$ cat src/psq_pkg.sv
package psq_pkg;

  localparam int QUEUE_DEPTH   = 32;
  localparam int SUBFLOW_COUNT = 16;
  localparam int OCC_W         = $clog2(QUEUE_DEPTH + 1);
  localparam int KEY_W         = 16;
  localparam int HANDLE_W      = 16;
  localparam int SUBFLOW_W     = 4;
  localparam int TIME_W        = 64;

  typedef enum logic [1:0] {
    OP_PUSH = 2'd0,
    OP_POP  = 2'd1,
    OP_SET  = 2'd2,
    OP_NONE = 2'd3
  } opcode_t;

  typedef enum logic [2:0] {
    ST_PUSHED   = 3'd0,
    ST_FULL     = 3'd1,
    ST_EMPTY    = 3'd2,
    ST_NOT_DUE  = 3'd3,
    ST_POPPED   = 3'd4,
    ST_PACE_SET = 3'd5
  } status_t;

  typedef struct packed {
    opcode_t               opcode;
    logic [HANDLE_W-1:0]   packet_handle;
    logic [KEY_W-1:0]      pace_key;
    logic [SUBFLOW_W-1:0]  flow_id;
    logic [TIME_W-1:0]     time_value;
  } req_t;

  typedef struct packed {
    status_t               status;
    logic [HANDLE_W-1:0]   out_handle;
    logic [SUBFLOW_W-1:0]  out_subflow;
    logic                  now_empty;
  } rsp_t;

  typedef struct packed {
    logic [KEY_W-1:0]      key;
    logic [HANDLE_W-1:0]   handle;
    logic [SUBFLOW_W-1:0]  subflow;
  } entry_t;

  typedef struct packed {
    logic push;
    logic pop;
  } cell_ctl_t;

  // a precedes b in serial-number order; a half-range gap counts as equal
  function automatic logic key_before(input logic [KEY_W-1:0] a,
                                      input logic [KEY_W-1:0] b);
    logic [KEY_W-1:0] d;
    d = b - a;
    return (d != '0) && !d[KEY_W-1];
  endfunction

endpackage

$ cat src/psq_pace_table.sv
module psq_pace_table import psq_pkg::*; (
  input  logic                 clk,
  input  logic                 rst,
  input  logic                 wr_en,
  input  logic [SUBFLOW_W-1:0] wr_subflow,
  input  logic [TIME_W-1:0]    wr_time,
  input  logic [SUBFLOW_W-1:0] rd_subflow,
  input  logic [TIME_W-1:0]    now,
  output logic                 due
);

  logic [TIME_W-1:0] pace [SUBFLOW_COUNT];
  logic [TIME_W-1:0] pace_sel;

  // subflows outside the table read as time zero
  always_comb begin
    pace_sel = '0;
    for (int i = 0; i < SUBFLOW_COUNT; i++) begin
      if (32'(rd_subflow) == i) begin
        pace_sel = pace[i];
      end
    end
  end

  assign due = !(now < pace_sel);

  always_ff @(posedge clk) begin
    for (int i = 0; i < SUBFLOW_COUNT; i++) begin
      if (rst) begin
        pace[i] <= '0;
      end else if (wr_en && (32'(wr_subflow) == i)) begin
        pace[i] <= wr_time;
      end
    end
  end

endmodule

$ cat config.mk
export PLATFORM = sky130hd
export DESIGN_NAME = psq_pace_table
export DESIGN_NICKNAME = d
export VERILOG_FILES = /design/src/psq_pkg.sv /design/src/psq_pace_table.sv
export SDC_FILE = /design/constraint.sdc
export NUM_CORES = 2
export LEC_CHECK = 0
export BUFFER_PORTS_ARGS = -buffer_cell sky130_fd_sc_hd__buf_2
export CELL_PAD_IN_SITES_DETAIL_PLACEMENT = 1
export CELL_PAD_IN_SITES_GLOBAL_PLACEMENT = 1
export CORE_UTILIZATION = 47
export CTS_CLUSTER_SIZE = 8
export DETAILED_ROUTE_END_ITERATION = 7
export PLACE_DENSITY = 0.78
export SLEW_MARGIN = 0
export SYNTH_ARGS = -nofsm -noshare
export SYNTH_HDL_FRONTEND = slang
export SYNTH_SLANG_ARGS = --single-unit
$ cat constraint.sdc
create_clock -name clk -period 4.43 [get_ports clk]
set_clock_uncertainty 0.15 [all_clocks]
set_input_delay 0.443 -clock clk [delete_from_list [all_inputs] [get_ports clk]]
set_output_delay 0.443 -clock clk [all_outputs]
set_load 0.005 [all_outputs]
-- Word-level counts from Yosys, hierarchy flattened
Memory sizes are Yosys's and may differ from the RTL's.
Index checks and enable logic that the tools add are counted.
- equal/unequal tests: 30
- $lt $le $gt $ge: 1
- multiplexer cells: 82
- bitwise operators: 16
- reductions and logical operators: 19
- operators with widths (cell ; number):
    $mux 64 ; 32
    $eq 4x4->1 const B ; 16
    $lt 64x64->1 ; 1
    $mux 1 ; 50
    $eq 4x3->1 const B ; 8
    $eq 4x2->1 const B ; 4
    $logic_and 1x1->1 ; 16
    $or 1x1->1 ; 16
    $eq 4x1->1 const B ; 2
    $logic_not 4->1 ; 2
    $logic_not 1->1 ; 1
- word-level logic and storage cells: 149
- input bits: 139
- memories kept: 1
- bits in registers: 0
- memory bits (writable): 1024
- output and inout bits: 1
- memories (memory ; depth ; bits a word ; rd ports ; clocked after Yosys merged registers in ; write ports ; RTL line ; text):
    pace ; 16 ; 64 ; 16 ; 0 ; 16 ; psq_pace_table.sv:12 ; logic [TIME_W-1:0] pace [SUBFLOW_COUNT];

-- Logic depth before layout (Yosys ltp)
- depth after elaboration: 19
- gate-level depth with buffers: 17
- depth with buffers taken out: 13

-- Worst setup path before layout
Ideal clock, no wire load.
- kind: input to register
- start point: input port wr_subflow[0]
- end point: memory pace[8][0], in the netlist pace[1][0], enable pin
- slack: -0.073 ns
- arrival: 3.853 ns
- required time: 3.781 ns
- setup time: 0.499 ns
- buffers on the path: 1
- stages on the path: 3
- cells stage by stage: or2_1 clkbuf_1 o21bai_1
- RTL lines (element ; RTL line ; text):
    from (decl) ; psq_pace_table.sv:5 ; input logic [SUBFLOW_W-1:0] wr_subflow,
    to (decl) ; psq_pace_table.sv:12 ;

-- Final worst setup path
- start point: input port rd_subflow[1]
- end point: output port due
- longest elaborated chain between the ends: 19
- elaborated cells on any way between the ends: 34
- those cells by class: 1 x order compare; 15 x eq/ne; 16 x mux; 2 x reduce/logical
- RTL lines (element ; RTL line ; text):
    from (decl) ; psq_pace_table.sv:7 ; input logic [SUBFLOW_W-1:0] rd_subflow,
    $logic_not 4->1 ; psq_pace_table.sv:19 ; if (32'(rd_subflow) == i) begin
    $mux 64 (15 in series) ; psq_pace_table.sv:19 ;
    $mux 64 * ; psq_pace_table.sv:19 ;
    $lt 64x64->1 * ; psq_pace_table.sv:25 ; assign due = !(now < pace_sel);
    $logic_not 1->1 * ; psq_pace_table.sv:25 ;
    to (decl) ; psq_pace_table.sv:9 ; output logic due
Every way passes the cells marked *; elsewhere a longest branch is shown, timed or not.

==> results.sh <==
export IMPL_gr_max_usage_layer="met2"
export IMPL_nets=4474
export IMPL_clock_tree_root_cell="clkbuf_16"
export IMPL_p_switching_uw=6198
export IMPL_drc=0
export IMPL_setup_slack_ps=-608.7
export IMPL_max_cap_violations=0
export IMPL_hold_viol=0
export IMPL_cpMaxStageDelayCell="o31ai_1"
export IMPL_slew_violations=0
export IMPL_cp_arrival_ps=4450
export IMPL_syn_area_per_cell_um2=12.59
export IMPL_grt_max_degree=65
export IMPL_total_leakage_power_uw=0.02126
export IMPL_status="complete, but fails checks"
export IMPL_synth_distinct_cells=77
export IMPL_viasPerCell=6.683
export IMPL_total_power_uw=24400
export IMPL_ir_drop_mv=0.2511
export IMPL_grt_use_met3_pct=8.305
export IMPL_port_buffers=139
export IMPL_power_density_nw_per_um2=418.9
export IMPL_dpl_hpwl_um=119900
export IMPL_most_common_layout_cells="and2_1, edfxtp_1, buf_4"
export IMPL_synth_largest_area_cell="edfxtp_1"
export IMPL_slew_headroom_pct=19.26
export IMPL_mostFrequentLayoutCell="and2_1"
export IMPL_track_usage_pct=36.55
export IMPL_holdWs_ps=23.34
export IMPL_min_path_type="input port to register"
export IMPL_pwr_share_comb_pct=11.1
export IMPL_synthDominantCellAreaShare_pct=62.92
export IMPL_rsz0062_at_grt="yes"
export IMPL_rows=117
export IMPL_cts_tree="built"
export IMPL_gp_congestion=0.9086
export IMPL_grt_met2_usage_pct=58.87
export IMPL_die_height_um=324.5
export IMPL_syn_area_um2=48870
export IMPL_path_max_fanout=28
export IMPL_grt_pass1_wl_um=277500
export IMPL_clk_pin_slew_ps=50
export IMPL_netlist_top_cells_area="edfxtp_1, and2_1, a21oi_1"
export IMPL_cp_start_kind="input port"
export IMPL_largest_reg_flops=1024
export IMPL_async_reset_ff_share_pct=0
export IMPL_num_vias=37826
export IMPL_drtPass1Iterations=7
export IMPL_crit_chain="buf_8 -> buf_4 -> buf_4 -> mux4_2 -> nor2_1 -> o31ai_1 -> a21oi_1 -> buf_4 -> ha_1 -> nand2_1 -> buf_4 -> nor2_1 -> nand3_1 -> o311ai_4 -> buf_2"
export IMPL_yosysWarnings=0
export IMPL_fp_dieW_um=324.5
export IMPL_wirelength_um=195100
export IMPL_clock_fmax_mhz=198.5
export IMPL_grtUsageMet1_pct=44.95
export IMPL_overflow=0
export IMPL_worstMarginPinSlew_ps=1208
export IMPL_critPathKind="input port to output pin"
export IMPL_p_int_uw=18200
export IMPL_endpoint_kind="output pin"
export IMPL_violations="setup timing"
export IMPL_routedWlPerCell_um=34.47
export IMPL_synth_nets=4084
export IMPL_synth_seq_cells=1024
export IMPL_path_buf_inv=6
export IMPL_area_growth_pct=19.16
export IMPL_grt_pass1_vias=39805
export IMPL_critPathTopFamily="buffers and inverters"
export IMPL_swShare_pct=25.40
export IMPL_htree_levels=4
export IMPL_cts_made_buffers=146
export IMPL_drive_gt1_share_pct=21.27
export IMPL_postRouteAntennaNets=0
export IMPL_synthCells=3882
export IMPL_io_pins=140
export IMPL_clkPwrFrac_pct=41.8
export IMPL_synth_top_flop_cell="edfxtp_1"
export IMPL_max_flop_register="pace"
export IMPL_coreArea_um2=102500
export IMPL_critPathRequiredTime_ps=3840
export IMPL_setup_viol=1
export IMPL_die_area_um2=105300
export IMPL_reg_top3="pace (1024)"
export IMPL_critPathMaxStageDelay_ps=580
export IMPL_synth_enable_flop_cells=1024
export IMPL_cp_common_cell="buf_4"
export IMPL_period_needed_ps=5039
export IMPL_post_route_period_util_pct=113.7
export IMPL_initial_utilization_pct=47.69
export IMPL_ys_seq_area_share_pct=62.92
export IMPL_antenna_found_initial=7
export IMPL_cts_num_sinks=1024
export IMPL_cts_max_path_buffers=3
export IMPL_p_seq_share_pct=47.1
export IMPL_first_iter_violations=5226
==> stage by stage <==
stage / worst slack (ps) / TNS (ps) / area [µm²] / utilization [%] / cells
floorplan: -72.58 / -28340 / 48870 / - / 3882
finish: -608.7 / -608.7 / 58240 / 56.83 / 5660
detailed placement: -1108 / -1108 / 54010 / 52.71 / 5487
global placement: -1102 / -1102 / 54010 / 52.71 / 5487
CTS: -394.5 / -394.5 / 58220 / 56.82 / 5655
global route: -587.2 / -587.2 / 58220 / 56.82 / 5655
==> what timing repair did <==
action                                 4_1_cts  5_1_grt
pin swaps                                   25        0
hold buffers                                 0        0
resized for setup                           42        1
setup endpoints to repair                    1        1
setup buffers                                5        0
endpoints found under the hold margin        0        0
==> power groups by stage <==
stage / registers (µW) / clock network [µW] / logic [µW]
finish: 11500 / 10200 / 2710
detailed placement: 11600 / 0 / 2530
floorplan: 11600 / 0 / 1200
CTS: 11500 / 10200 / 2620
global placement: 11600 / 0 / 2450
global route: 11500 / 10500 / 2780
==> cell type report <==
cell class	count	area (µm²)
inverter	8	30.03
antenna	5	12.51
tap	1368	1712
clock inverter	12	171.4
multi-input combinational	2505	17050
fill	10155	44240
timing repair buffer	587	4753
clock buffer	151	3757
sequential	1024	30750
==> routing by layer <==
metal | part of all wire [%] | vias up | wire length [µm]
met5 | 0.015 | - | 30
met4 | 6.6 | 4 | 12870
met3 | 11 | 797 | 22300
met2 | 47 | 2793 | 91220
met1 | 35 | 19202 | 68690
li1 | - | 15030 | -
==> cell usage after synthesis (all sizes together) (23+ instances only) <==
| library cell | count |
|---|---|
| and2 | 1029 |
| edfxtp | 1024 |
| a21oi | 237 |
| clkbuf | 226 |
| nor2 | 188 |
| o21ai | 163 |
| buf | 119 |
| a22oi | 118 |
| nand2 | 106 |
| o22ai | 82 |
| mux2i | 78 |
| ha | 63 |
| a221oi | 52 |
| o221ai | 41 |
| mux2 | 33 |
| a31oi | 28 |
| o32ai | 27 |
| o2bb2ai | 26 |
| nand3 | 23 |
| nor3 | 23 |
==> cell families after synthesis <==
kind of cell | count (synthesis) | synth area share (%)
and+or+nand+nor | 1429 | 16.89
DFF | 1024 | 62.92
AOI/OAI and AO/OA | 886 | 12.20
buffers and inverters | 353 | 3.272
muxes | 127 | 3.103
adders and majority gates | 63 | 1.613
==> final timing paths <==
path | start | end | cells past startpoint
max | rd_subflow[1] | due | 15
min | wr_time[34] | pace[1][482]$_SDFFCE_PN0P_ | 2
Power figures use the tool's default switching activity.
