`src/psq_pkg.sv`:
```
package psq_pkg;

  localparam int QUEUE_DEPTH   = 32;
  localparam int SUBFLOW_COUNT = 16;
  localparam int OCC_W         = $clog2(QUEUE_DEPTH + 1);
  localparam int KEY_W         = 16;
  localparam int HANDLE_W      = 16;
  localparam int SUBFLOW_W     = 4;
  localparam int TIME_W        = 64;

  typedef enum logic [1:0] {
    OP_PUSH = 2'd0,
    OP_POP  = 2'd1,
    OP_SET  = 2'd2,
    OP_NONE = 2'd3
  } opcode_t;

  typedef enum logic [2:0] {
    ST_PUSHED   = 3'd0,
    ST_FULL     = 3'd1,
    ST_EMPTY    = 3'd2,
    ST_NOT_DUE  = 3'd3,
    ST_POPPED   = 3'd4,
    ST_PACE_SET = 3'd5
  } status_t;

  typedef struct packed {
    opcode_t               opcode;
    logic [HANDLE_W-1:0]   packet_handle;
    logic [KEY_W-1:0]      pace_key;
    logic [SUBFLOW_W-1:0]  flow_id;
    logic [TIME_W-1:0]     time_value;
  } req_t;

  typedef struct packed {
    status_t               status;
    logic [HANDLE_W-1:0]   out_handle;
    logic [SUBFLOW_W-1:0]  out_subflow;
    logic                  now_empty;
  } rsp_t;

  typedef struct packed {
    logic [KEY_W-1:0]      key;
    logic [HANDLE_W-1:0]   handle;
    logic [SUBFLOW_W-1:0]  subflow;
  } entry_t;

  typedef struct packed {
    logic push;
    logic pop;
  } cell_ctl_t;

  // a precedes b in serial-number order; a half-range gap counts as equal
  function automatic logic key_before(input logic [KEY_W-1:0] a,
                                      input logic [KEY_W-1:0] b);
    logic [KEY_W-1:0] d;
    d = b - a;
    return (d != '0) && !d[KEY_W-1];
  endfunction

endpackage

```
`src/psq_cell.sv`:
```
module psq_cell import psq_pkg::*; (
  input  logic      clk,
  input  cell_ctl_t ctl,
  input  logic      valid,
  input  entry_t    new_ent,
  input  entry_t    left_ent,
  input  entry_t    right_ent,
  input  logic      found_in,
  output logic      found_out,
  output entry_t    ent
);

  logic hit;

  // first empty cell, or first held key not ahead of the new one
  assign hit       = !valid || !key_before(ent.key, new_ent.key);
  assign found_out = found_in || hit;

  always_ff @(posedge clk) begin
    if (ctl.push) begin
      if (found_in) begin
        ent <= left_ent;
      end else if (hit) begin
        ent <= new_ent;
      end
    end else if (ctl.pop) begin
      ent <= right_ent;
    end
  end

endmodule

```
`config.mk`:
```
export PLATFORM = sky130hd
export DESIGN_NAME = psq_cell
export DESIGN_NICKNAME = d
export VERILOG_FILES = /design/src/psq_pkg.sv /design/src/psq_cell.sv
export SDC_FILE = /design/constraint.sdc
export NUM_CORES = 1
export LEC_CHECK = 0
export BUFFER_PORTS_ARGS = -buffer_cell sky130_fd_sc_hd__buf_2
export CAP_MARGIN = 0
export CORE_MARGIN = 3
export CORE_UTILIZATION = 35
export DETAILED_ROUTE_END_ITERATION = 16
export GPL_TIMING_DRIVEN = 0
export PLACE_DENSITY_LB_ADDON = 0.25
export SLEW_MARGIN = 10
export SYNTH_ARGS = -nofsm -noshare
export SYNTH_HDL_FRONTEND = slang
export SYNTH_SLANG_ARGS = --single-unit
```
`constraint.sdc`:
```
create_clock -name clk -period 4.3 [get_ports clk]
set_clock_uncertainty 0.2 [all_clocks]
set_input_delay 0.86 -clock clk [delete_from_list [all_inputs] [get_ports clk]]
set_output_delay 0.86 -clock clk [all_outputs]
set_load 0.01 [all_outputs]
```
* Word level (Yosys, flattened, before mapping)
Cells that the tools add are included.
** Storage, ports and cells
- Input port bits :: 113
- Register bits :: 36
- Word-level logic and storage cells :: 18
** Operators by class
- Reduce and logical (&&, ||, !) cells :: 9
- Muxes and demuxes :: 4
- $add $sub $neg :: 1
- Equal/unequal tests :: 1
** Operators with widths (number)
- two-way mux 36 bit :: 4
- nonzero test 16 bit :: 1
- subtractor 16 bit :: 1
- zero test 1 bit :: 3
- inequality test 3 x 1 -> 1 bit (second input constant) :: 1
- logical OR 1 bit :: 2
- AND reduction 2 bit :: 1
- nonzero test 2 bit :: 1
- logical AND 1 bit :: 1

* Depth between registers and ports, before layout
Gate-level depths: netlist of the first run.
- Depth after elaboration :: 8
- Mapped depth :: 11
- Gate-level depth less buffers :: 11

* Worst setup path before layout of the first run
Ideal clock, no wire load.
- Path type :: input-to-reg
- From :: in new_ent[20] (netlist name)
- To :: reg ent[0] (netlist name) (enable)
- Setup slack :: -244 ps
- Arrival :: 3937 ps
- Stages on the path :: 11
- Data required time :: 3693 ps
- Buffers on the path :: 0
- Library setup time :: 407 ps
- Cell sequence :: inv_1 > ha_1 > fa_1 > nor2b_1 > o2111ai_1 > a21boi_1 > mux2i_1 > nor4_2 > nand4_1 > a2111o_1 > a41oi_2
** On the way
- Longest elaborated chain between the ends :: 7
- Elaborated cells on any way between the ends :: 8
- Classes of those cells :: add/sub (1); eq/ne (1); reduce/logical (6)
** Ends and longest elaborated chain
- from (decl) :: RTL line psq_cell.sv:5 : input entry_t new_ent,
- subtractor 16 bit * :: RTL line psq_pkg.sv:57 : d = b - a;
- nonzero test 16 bit or zero test 1 bit (tied branches) :: RTL line psq_pkg.sv:58 : return (d != '0) && !d[KEY_W-1];
- logical AND 1 bit * :: RTL line psq_pkg.sv:58
- zero test 1 bit * :: RTL line psq_cell.sv:16 : assign hit = !valid || !key_before(ent.key, new_ent.key);
- logical OR 1 bit * :: RTL line psq_cell.sv:16
- inequality test 3 x 1 -> 1 bit (no source line) *
- AND reduction 2 bit (no source line) *
- to (signal assigned) :: RTL line psq_cell.sv:22 : ent <= left_ent;
- to (signal assigned) :: RTL line psq_cell.sv:24 : ent <= new_ent;
- to (signal assigned) :: RTL line psq_cell.sv:27 : ent <= right_ent;
- to (decl) :: RTL line psq_cell.sv:10 : output entry_t ent
Mark *: on every way between the ends. The rest lies on a longest branch, timed or not.
A chain may end at the register's enable or synchronous reset.

* Worst setup path after layout of the first run
- From :: in new_ent[23] (netlist name)
- To :: out found_out
** On the way
- Longest elaborated chain between the ends :: 6
- Elaborated cells on any way between the ends :: 7
- Classes of those cells :: add/sub (1); reduce/logical (6)
** Ends and longest elaborated chain
- subtractor 16 bit * :: RTL line psq_pkg.sv:57
- nonzero test 16 bit or zero test 1 bit (tied branches) :: RTL line psq_pkg.sv:58
- logical AND 1 bit * :: RTL line psq_pkg.sv:58
- zero test 1 bit * :: RTL line psq_cell.sv:16
- logical OR 1 bit * :: RTL line psq_cell.sv:16
- logical OR 1 bit * :: RTL line psq_cell.sv:17 : assign found_out = found_in || hit;
- to (decl) :: RTL line psq_cell.sv:9 : output logic found_out,
Marked as above.

==> results by group, run 1 <==
Global routing
  – Gr usage total: between 10% and 20%
  – First-pass GRT wire length: around 13 mm
  – Largest net degree at the start of global routing: 21
  – Initial antenna violation count: 0
  – Vias in the first global route: between 2000 and 3000
  – GRT overflow: 0

Final layout
  – Area delta synth->final: 44.3%
  – Top reg by flops: ent
  – Antenna Cells: 0
  – Max reg flops: 36
  – Filler cells: approximately 740
  – Largest regs: ent: 36 flops
  – NumNets Final: 570
  – Fraction of layout cells with a size suffix above 1: a little over two fifths
  – Core Util, Final: ~53%

Outcome
  – Status: completed

Route
  – Routed via count: ~2700
  – Antenna Nets Post-Route: 0
  – Vias/cell: 4.99
  – Average wire per standard cell: 15.3 microns
  – Drt drc: 0
  – Number of DRC markers in iteration 0: 74
  – Pre-antenna DRT Iters: 4
  – Final wirelength: between 8 and 9 mm

Power
  – Sequential share of power: between 30% and 40%
  – P_sw: 392 uW
  – PD cells: around 310 nW/um^2
  – Sw Share: between 30% and 40%
  – Worst vdd ir: around 0.17 mV
  – Comb power frac: between 30 and 40%
  – Clock power frac: roughly 26%
  – Total power: 1.20 mW
  – LEAKAGE: between 1.5 and 2 nW
  – Int Power: slightly above 800 uW

Placed design
  – DP HPWL: between 6 and 7 mm
  – Pre-CTS setup slack: -0.406 ns
  – Placer Congestion: 0.884
  – PortBufs: ~150

Clock tree
  – CTS clk-pin slew, worst paths: 0.08 ns
  – TritonCTS Buffers: 5
  – Clock Tree Root: clkbuf_8
  – Clk_lat worst skew: about 0.29 ns
  – H-tree depth: 2
  – CTS tree: done
  – Hold buffers post-CTS: 0
  – Clk sinks: 36
  – Clk buf depth: 2

Hold path
  – Min-Delay Path Class: primary input to register

Setup path
  – Crit. End Element: output port
  – Crit path arrival time: approximately 3.2 ns
  – Crit-path max FO: 5
  – Worst path cell trace: buf_2 > ha_2 > o2111ai_4 > a211oi_2 > mux2_4 > nor4_4 > nand4_1 > a2111o_1 > nand3_1 > buf_2
  – Worst path most repeated cell: buf_2
  – Slowest stage delay, CP: between 0.4 and 0.5 ns
  – Startpoint types: primary input
  – CP required: around 3.2 ns
  – Slowest cell on the critical path: ha_2
  – Setup CP Type: primary input to output port

Synthesis
  – Syn nets: 413
  – Main synth FF type: edfxtp_1
  – Yosys cell types: 40
  – Post-synthesis average cell area: 9.39 sq um
  – Share of the yosys chip area belonging to registers: between 40% and 50%
  – Gate Count Post-Synth: 284
  – Synth warnings: 0
  – Synthesis-stage register bit count: 36
  – EDFF count, synth: 36
  – Asr flop ratio synth: 0%
  – Post-Syn Area: around 2700 sq um

Timing
  – Final setup violation count: 0
  – Setup tns final: 0 ns
  – F_max: approximately 240 MHz
  – Final Max Tran Viols: 0
  – Fin crit period: between 4 and 5 ns
  – Fin Hold WS: around 0.7 ns
  – Final worst setup slack: 0.0792 ns
  – Slew @ Worst Pin: a little under 0.9 ns
  – Slew margin rel.: between 40% and 50%
  – Tcrit/Tclk final: 98.2%
  – Hold Violations, Final: 0

Job
  – Total of max-cap violations: 0

Floorplanning
  – Boundary pin count: 150
  – Die Span X: 93.3 microns
  – Core area: 7330 sq um
  – Die height: slightly above 90 microns
  – Rows: 31
  – Initial Utilization: a little over a third
  – Die area: 8700 sq um
cells by family (layout without fill, tap and decap cells):
family	after synthesis	count (layout)	share of synthesized area, %
muxes	39	39	14.8
AOI/OAI and AO/OA	72	72	16.3
DFF	36	36	40.5
adders and majority gates	16	16	7.79
and+or+nand+nor	81	81	13.2
buffers and inverters	31	189	4.36
xor gates and xnor gates	9	9	2.95
path summary, 6_finish.rpt:
path	end	startpoint	depth (start not counted)	slack, ns
setup / recovery	found_out	new_ent[23]	10	0.08
hold / removal	ent[14]	right_ent[14]	3	0.68
setup reg to reg	ent[22]	ent[20]	11	0.38
hold reg to reg	ent[10]	ent[35]	4	1.18
through the flow:
step	area [sq um]	cells
after global placement	3540	530
after floorplan	2680	284
after detailed placement	3570	531
after CTS	3690	539
final	3850	541
after global routing	3850	541
synth_stat cells, drive strengths merged, types with 3 or more instances:
cell type	instances	share of area, %
xor2	4	1.3
buf	3	0.42
a21oi	46	8.6
ha	15	7.0
nor2b	3	0.70
inv	18	2.5
o21ai	6	1.1
clkbuf	10	1.4
edfxtp	36	41
nor2	46	6.5
nand4	4	0.94
nand2	16	2.3
mux2i	38	14
nand3	4	0.75
xnor2	5	1.6
what timing repair did:
item / 4_1_cts / 5_1_grt
resized for setup: 3 / 29
setup buffers: 0 / 2
pin swaps: 2 / 13
setup endpoints to repair: 18 / 18
layer usage:
layer	wire (microns)	track usage, %	up-vias
met4	176	6.72	0
met5	0	0	-
met3	671	6.36	17
li1	-	-	1346
met1	3240	20.5	1224
met2	4210	32.3	110
placed cells by master (no fill, tap or decap), types with 5 or more instances in the layout:
master / synthesis / routed
clkbuf_8: 0 / 5
edfxtp_1: 36 / 36
nand2_1: 16 / 16
mux2i_1: 38 / 38
buf_2: 0 / 146
ha_1: 15 / 9
nor2_1: 46 / 46
clkbuf_1: 10 / 10
a21oi_1: 46 / 44
inv_1: 18 / 17
worst max-delay path, delay by kind of cell:
kind / cells / cell delay (ns)
AOI/OAI and AO/OA: 3 / 0.87
and+or+nand+nor: 3 / 0.42
adders and majority gates: 1 / 0.42
muxes: 1 / 0.34
buffers and inverters: 2 / 0.25
power groups by stage:
stage / logic, mW / registers, mW / clock network (mW)
after global placement: 0.380 / 0.455 / 0
after global routing: 0.489 / 0.452 / 0.327
after detailed placement: 0.391 / 0.455 / 0
after CTS: 0.398 / 0.448 / 0.315
after floorplan: 0.221 / 0.476 / 0
final: 0.445 / 0.448 / 0.308
cell type report:
class / instances / area, sq um / area share (%)
clock inverters: 3 / 42.5 / 1.11
well taps: 99 / 124 / 3.22
multi-input cells: 217 / 1630 / 42.4
clock buffers: 5 / 68.8 / 1.79
inverters: 18 / 67.6 / 1.76
repair buffers: 150 / 785 / 20.4
plain buffers: 13 / 48.8 / 1.27
flip-flops and latches: 36 / 1080 / 28.1
No activity file was read; power rests on OpenSTA's default activity.
==> run 2: changes to the inputs <==
Settings changed: RECOVER_POWER from default to 25.
==> run 2 against run 1 <==
- wire length barely moved
- non-clock buffer count unchanged
- design area is 0.88% lower
- sequential cell count stayed put
- hold slack better by 0.00063 ns
- setup slack improved by 0.0010 ns
- combinational power fell by 2%
- cell count is the same
- total power is 0.54% lower
- first-iteration DRC count up 27%
- largest cell class unchanged
- largest power group unchanged
==> results by group, run 2 (same netlist as run 1, synthesis figures left out) <==
Floorplanning
  – Die height: 93.3 microns (unchanged)
  – Die area: 8700 sq um (unchanged)
  – Core area: 7330 sq um (unchanged)
  – Rows: 31 (unchanged)
  – Die Span X: 93.3 microns (unchanged)
  – Initial Utilization: 36.4% (unchanged)
  – Boundary pin count: 150 (unchanged)

Final layout
  – Area delta synth->final: 43.0% (was 44.3%)
  – Filler cells: 747 (was 735)
  – Final Cell Area: 3810 sq um (was 3850 sq um)
  – Core Util, Final: 52.0% (was 52.5%)
  – Largest regs: ent: 36 flops (unchanged)
  – Max reg flops: 36 (unchanged)
  – Top reg by flops: ent (unchanged)
  – Leading cell type in the layout, fill and taps excluded: buf_2 (unchanged)
  – Commonest non-fill, non-tap cells in the layout: 119 x buf_2, 46 x nor2_1, 44 x a21oi_1 (was 146 x buf_2, 46 x nor2_1, 44 x a21oi_1)
  – Antenna Cells: 0 (unchanged)
  – Fraction of layout cells with a size suffix above 1: 36.0% (was 42.1%)
  – NumNets Final: 570 (unchanged)

Power
  – LEAKAGE: 1.74 nW (was 1.81 nW)
  – Worst vdd ir: 0.174 mV (about the same)
  – PD cells: 313 nW/um^2 (was 312 nW/um^2)
  – Total power: 1.19 mW (was 1.20 mW)

Global routing
  – GRT overflow: 0 (unchanged)
  – Gr usage total: 18.4% (unchanged)
  – Largest net degree at the start of global routing: 21 (unchanged)
  – First-pass GRT wire length: 12.5 mm (unchanged)
  – Vias in the first global route: 2662 (unchanged)
  – Initial antenna violation count: 0 (unchanged)

Route
  – Number of DRC markers in iteration 0: 94 (was 74)
  – Average wire per standard cell: 15.3 microns (about the same)
  – Antenna Nets Post-Route: 0 (unchanged)
  – Routed via count: 2695 (was 2697)
  – Vias/cell: 4.98 (was 4.99)
  – Final wirelength: 8.30 mm (was 8.29 mm)
  – Drt drc: 0 (unchanged)
  – Pre-antenna DRT Iters: 4 (unchanged)

Clock tree
  – CTS clk-pin slew, worst paths: 0.08 ns (about the same)
  – CTS tree: done (unchanged)
  – TritonCTS Buffers: 5 (unchanged)
  – Hold buffers post-CTS: 0 (unchanged)
  – Clk sinks: 36 (unchanged)
  – Clk_lat worst skew: 0.29 ns (about the same)
  – Clk buf depth: 2 (unchanged)
  – Clock Tree Root: clkbuf_8 (unchanged)
  – H-tree depth: 2 (unchanged)

Timing
  – Final Max Tran Viols: 0 (unchanged)
  – Slew margin rel.: 40.5% (was 40.4%)
  – Fin crit period: 4.22 ns (about the same)
  – Hold Violations, Final: 0 (unchanged)
  – Final worst setup slack: 0.0802 ns (was 0.0792 ns)
  – Final setup violation count: 0 (unchanged)
  – Tcrit/Tclk final: 98.1% (was 98.2%)
  – F_max: 237 MHz (about the same)
  – Slew @ Worst Pin: 0.890 ns (about the same)

Setup path
  – Flop-to-flop setup slack: 0.38 ns (about the same)
  – Crit-path max FO: 5 (unchanged)
  – Crit. End Element: output port (unchanged)
  – CP required: 3.24 ns (about the same)
  – Startpoint types: primary input (unchanged)
  – Setup CP Type: primary input to output port (unchanged)
  – Crit path arrival time: 3.16 ns (about the same)

Placed design
  – Pre-CTS setup slack: -0.406 ns (unchanged)
  – Area post-placement: 3570 sq um (unchanged)
  – DP HPWL: 6.58 mm (unchanged)
  – PortBufs: 147 (unchanged)
  – Placer Congestion: 0.884 (unchanged)

Hold path
  – Min-Delay Path Class: primary input to register (unchanged)

Job
  – Total of max-cap violations: 0 (unchanged)

Outcome
  – Status: completed (unchanged)
[run 2: layout make-up]
type | count | area, sq um | area share, %
multi-input cells | 217 | 1630 | 42.8
flip-flops and latches | 36 | 1080 | 28.3
repair buffers | 150 | 751 | 19.7
well taps | 99 | 124 | 3.25
clock buffers | 5 | 68.8 | 1.80
inverters | 18 | 67.6 | 1.77
plain buffers | 13 | 48.8 | 1.28
clock inverters | 3 | 42.5 | 1.12
[run 2: metrics by stage]
stage | instances | hold slack [ns] | TNS, ns
2_1_floorplan | 284 | 0.886 | 0
3_3_place_gp | 530 | 0.976 | -20.08
3_5_place_dp | 531 | 0.982 | -11.66
4_1_cts | 539 | 0.675 | 0
5_1_grt | 541 | 0.687 | -0.226
6_report | 541 | 0.682 | 0
[run 2: critical path, cell delays in order]
cell,delay (ns)
buf_2,0.11
ha_2,0.42
o2111ai_4,0.18
a211oi_2,0.27
mux2_4,0.34
nor4_4,0.21
nand4_1,0.11
a2111o_1,0.42
nand3_1,0.10
buf_2,0.14
[run 2: final timing paths]
check | cells past startpoint | startpoint | endpoint
max | 10 | new_ent[23] | found_out
min | 3 | right_ent[14] | ent[14]
max reg2reg | 11 | ent[20] | ent[22]
min reg2reg | 4 | ent[35] | ent[31]
[run 2: timing repair]
action	CTS	global route
setup buffers	0	2
pin swaps	2	13
setup endpoints to repair	18	18
resized for setup	3	29
[run 2: metal layers]
metal | GRT usage (%) | wire [microns] | vias to the layer above
met4 | 6.72 | 178 | 0
li1 | - | - | 1349
met5 | 0 | 0 | -
met2 | 32.3 | 4220 | 104
met1 | 20.5 | 3240 | 1225
met3 | 6.36 | 659 | 17
[run 2: power by group]
part	leakage, nW	internal [mW]	switching, mW
registers	0.357	0.434	0.0144
clock network	0.0541	0.172	0.136
logic	1.33	0.196	0.243
==> run 3: changes to the inputs <==
Clock period 4.3 ns to 3.8 ns, I/O delays scaled along.
==> run 3 against run 2 <==
- the run now ends with setup timing left
- hold slack got worse by 0.10 ns
- critical path depth increased by 1
- first-iteration DRC count decreased by 27%
- non-clock buffer count increased by 6
- wire length decreased by 0.63%
- core utilization increased by 1.7 points
- via count increased by 1.9%
- combinational power increased by 17%
- setup slack got worse by 0.25 ns
- cell count increased by 1.1%
- clock power increased by 15%
- critical endpoint unchanged
- largest power group is now combinational logic
==> results by group, run 3 (same netlist as run 1, synthesis figures left out) <==
Timing
  – Tcrit/Tclk final: 105%
  – Slew @ Worst Pin: 0.878 ns (was 0.890 ns)
  – Setup tns final: -0.172 ns (was 0 ns)
  – Final worst setup slack: -0.172 ns (was 0.0802 ns)
  – RSZ-0062 raised after global routing: true
  – Final Max Tran Viols: 0 (unchanged)
  – Fin crit period: between 3 and 4 ns
  – Final setup violation count: 1 (was 0)
  – Slew margin rel.: 41.5% (was 40.5%)
  – F_max: about 250 MHz
  – Hold Violations, Final: 0 (unchanged)

Floorplanning
  – Boundary pin count: 150 (unchanged)
  – Die Span X: 93.3 microns (unchanged)
  – Die height: 93.3 microns (unchanged)
  – Initial Utilization: 36.4% (unchanged)
  – Core area: 7330 sq um (unchanged)
  – Die area: 8700 sq um (unchanged)
  – Rows: 31 (unchanged)

Placed design
  – DP HPWL: 6.62 mm (was 6.58 mm)
  – PortBufs: 147 (unchanged)
  – Placer Congestion: 0.887 (was 0.884)
  – Pre-CTS setup slack: -0.547 ns (was -0.406 ns)
  – Area post-placement: 3650 sq um (was 3570 sq um)

Clock tree
  – Clk sinks: 36 (unchanged)
  – Hold buffers post-CTS: 0 (unchanged)
  – Clock Tree Root: clkbuf_8 (unchanged)
  – H-tree depth: 2 (unchanged)
  – TritonCTS Buffers: 5 (unchanged)
  – CTS clk-pin slew, worst paths: 0.08 ns (about the same)
  – CTS tree: done (unchanged)
  – Clk buf depth: 2 (unchanged)
  – Clk_lat worst skew: 0.30 ns (was 0.29 ns)

Route
  – Antenna Nets Post-Route: 0 (unchanged)
  – Number of DRC markers in iteration 0: 69 (was 94)
  – Average wire per standard cell: 15.1 microns (was 15.3 microns)
  – Pre-antenna DRT Iters: 4 (unchanged)
  – Drt drc: 0 (unchanged)
  – Vias/cell: 5.02 (was 4.98)
  – Routed via count: 2746 (was 2695)
  – Final wirelength: 8.25 mm (was 8.30 mm)

Power
  – Worst vdd ir: 0.154 mV (was 0.174 mV)
  – PD cells: 349 nW/um^2 (was 313 nW/um^2)
  – LEAKAGE: 1.78 nW (was 1.74 nW)

Final layout
  – Antenna Cells: 0 (unchanged)
  – Leading cell type in the layout, fill and taps excluded: buf_2 (unchanged)
  – NumNets Final: 576 (was 570)
  – Final Cell Area: 3940 sq um (was 3810 sq um)
  – Top reg by flops: ent (unchanged)
  – Area delta synth->final: 47.7% (was 43.0%)
  – Commonest non-fill, non-tap cells in the layout: 118 x buf_2, 46 x nor2_1, 45 x a21oi_1 (was 119 x buf_2, 46 x nor2_1, 44 x a21oi_1)
  – Filler cells: 732 (was 747)
  – Max reg flops: 36 (unchanged)
  – Largest regs: ent: 36 flops (unchanged)
  – Core Util, Final: 53.7% (was 52.0%)
  – Fraction of layout cells with a size suffix above 1: 37.1% (was 36.0%)

Setup path
  – Setup CP Type: primary input to output port (unchanged)
  – Crit. End Element: output port (unchanged)
  – Crit path arrival time: 3.01 ns (was 3.16 ns)
  – CP required: 2.84 ns (was 3.24 ns)
  – Slowest stage delay, CP: 0.34 ns (was 0.42 ns)
  – RR Startpoint: ent[21] (was ent[20])
  – Startpoint types: primary input (unchanged)
  – Worst path cell trace: buf_8 > ha_4 > nor2b_4 > o2111ai_4 > a211oi_2 > mux2_4 > nor4_4 > nand4_1 > a2111o_1 > nand3_1 > buf_2 (was buf_2 > ha_2 > o2111ai_4 > a211oi_2 > mux2_4 > nor4_4 > nand4_1 > a2111o_1 > nand3_1 > buf_2)
  – Slowest cell on the critical path: mux2_4 (was ha_2)
  – Beginning of the critical path: new_ent[21] (was new_ent[23])
  – Crit-path max FO: 4 (was 5)

Global routing
  – Vias in the first global route: 2652 (was 2662)
  – GRT overflow: 0 (unchanged)
  – Initial antenna violation count: 0 (unchanged)
  – Largest net degree at the start of global routing: 17 (was 21)
  – Gr usage total: 18.2% (was 18.4%)
  – First-pass GRT wire length: 12.5 mm (about the same)

Outcome
  – Violated checks: setup timing
  – Status: finished with violations (was completed)

Hold path
  – Min-Delay Path Class: primary input to register (unchanged)
  – Hold Crit Start: right_ent[25] (was right_ent[14])

Job
  – Total of max-cap violations: 0 (unchanged)
run 3: final timing paths:
check	to	slack [ns]	depth (start not counted)
max	found_out	-0.17	11
min	ent[25]	0.58	3
max reg2reg	ent[19]	0.24	13
min reg2reg	ent[5]	0.97	4
run 3: per-layer routing:
metal | vias up | routed length [microns] | global-route usage, %
met5 | - | 0 | 0
met4 | 0 | 91 | 3.66
met3 | 10 | 600 | 5.63
met2 | 93 | 4310 | 33.8
met1 | 1282 | 3240 | 20.5
li1 | 1361 | - | -
run 3: repair_timing:
action                                  4_1_cts  5_1_grt
endpoints found under the hold margin         0        0
buffers inserted                              4        3
pin swaps                                     9        9
endpoints found under the setup margin       30       17
resized for setup                            12       18
run 3: area by class of cell:
| cell class | instances | area, sq um | area share [%] |
|---|---|---|---|
| buffer | 13 | 48.8 | 1.24 |
| clock buffer | 5 | 68.8 | 1.75 |
| clock inverter | 3 | 42.5 | 1.08 |
| inverter | 18 | 80.1 | 2.03 |
| multi-input combinational | 217 | 1670 | 42.4 |
| sequential | 36 | 1080 | 27.4 |
| tap | 99 | 124 | 3.14 |
| timing repair buffer | 156 | 822 | 20.9 |
run 3: where the power goes:
part | internal [mW] | switching (mW)
registers | 0.491 | 0.0154
logic | 0.235 | 0.279
clock network | 0.194 | 0.159
total | 0.920 | 0.454
run 3: worst max-delay path: cells and delay by family:
family                     cells  cell delay (ns)
buffers and inverters          2             0.23
and+or+nand+nor                4             0.62
muxes                          1             0.34
AOI/OAI and AO/OA              3             0.82
adders and majority gates      1             0.24
run 3: metrics by stage:
stage | total power, mW | hold slack (ns) | instances
4_1_cts | 1.35 | 0.569 | 544
5_1_grt | 1.45 | 0.588 | 547
6_report | 1.37 | 0.580 | 547
2_1_floorplan | 0.802 | 0.786 | 284
3_5_place_dp | 0.974 | 0.882 | 532
3_3_place_gp | 0.961 | 0.877 | 530
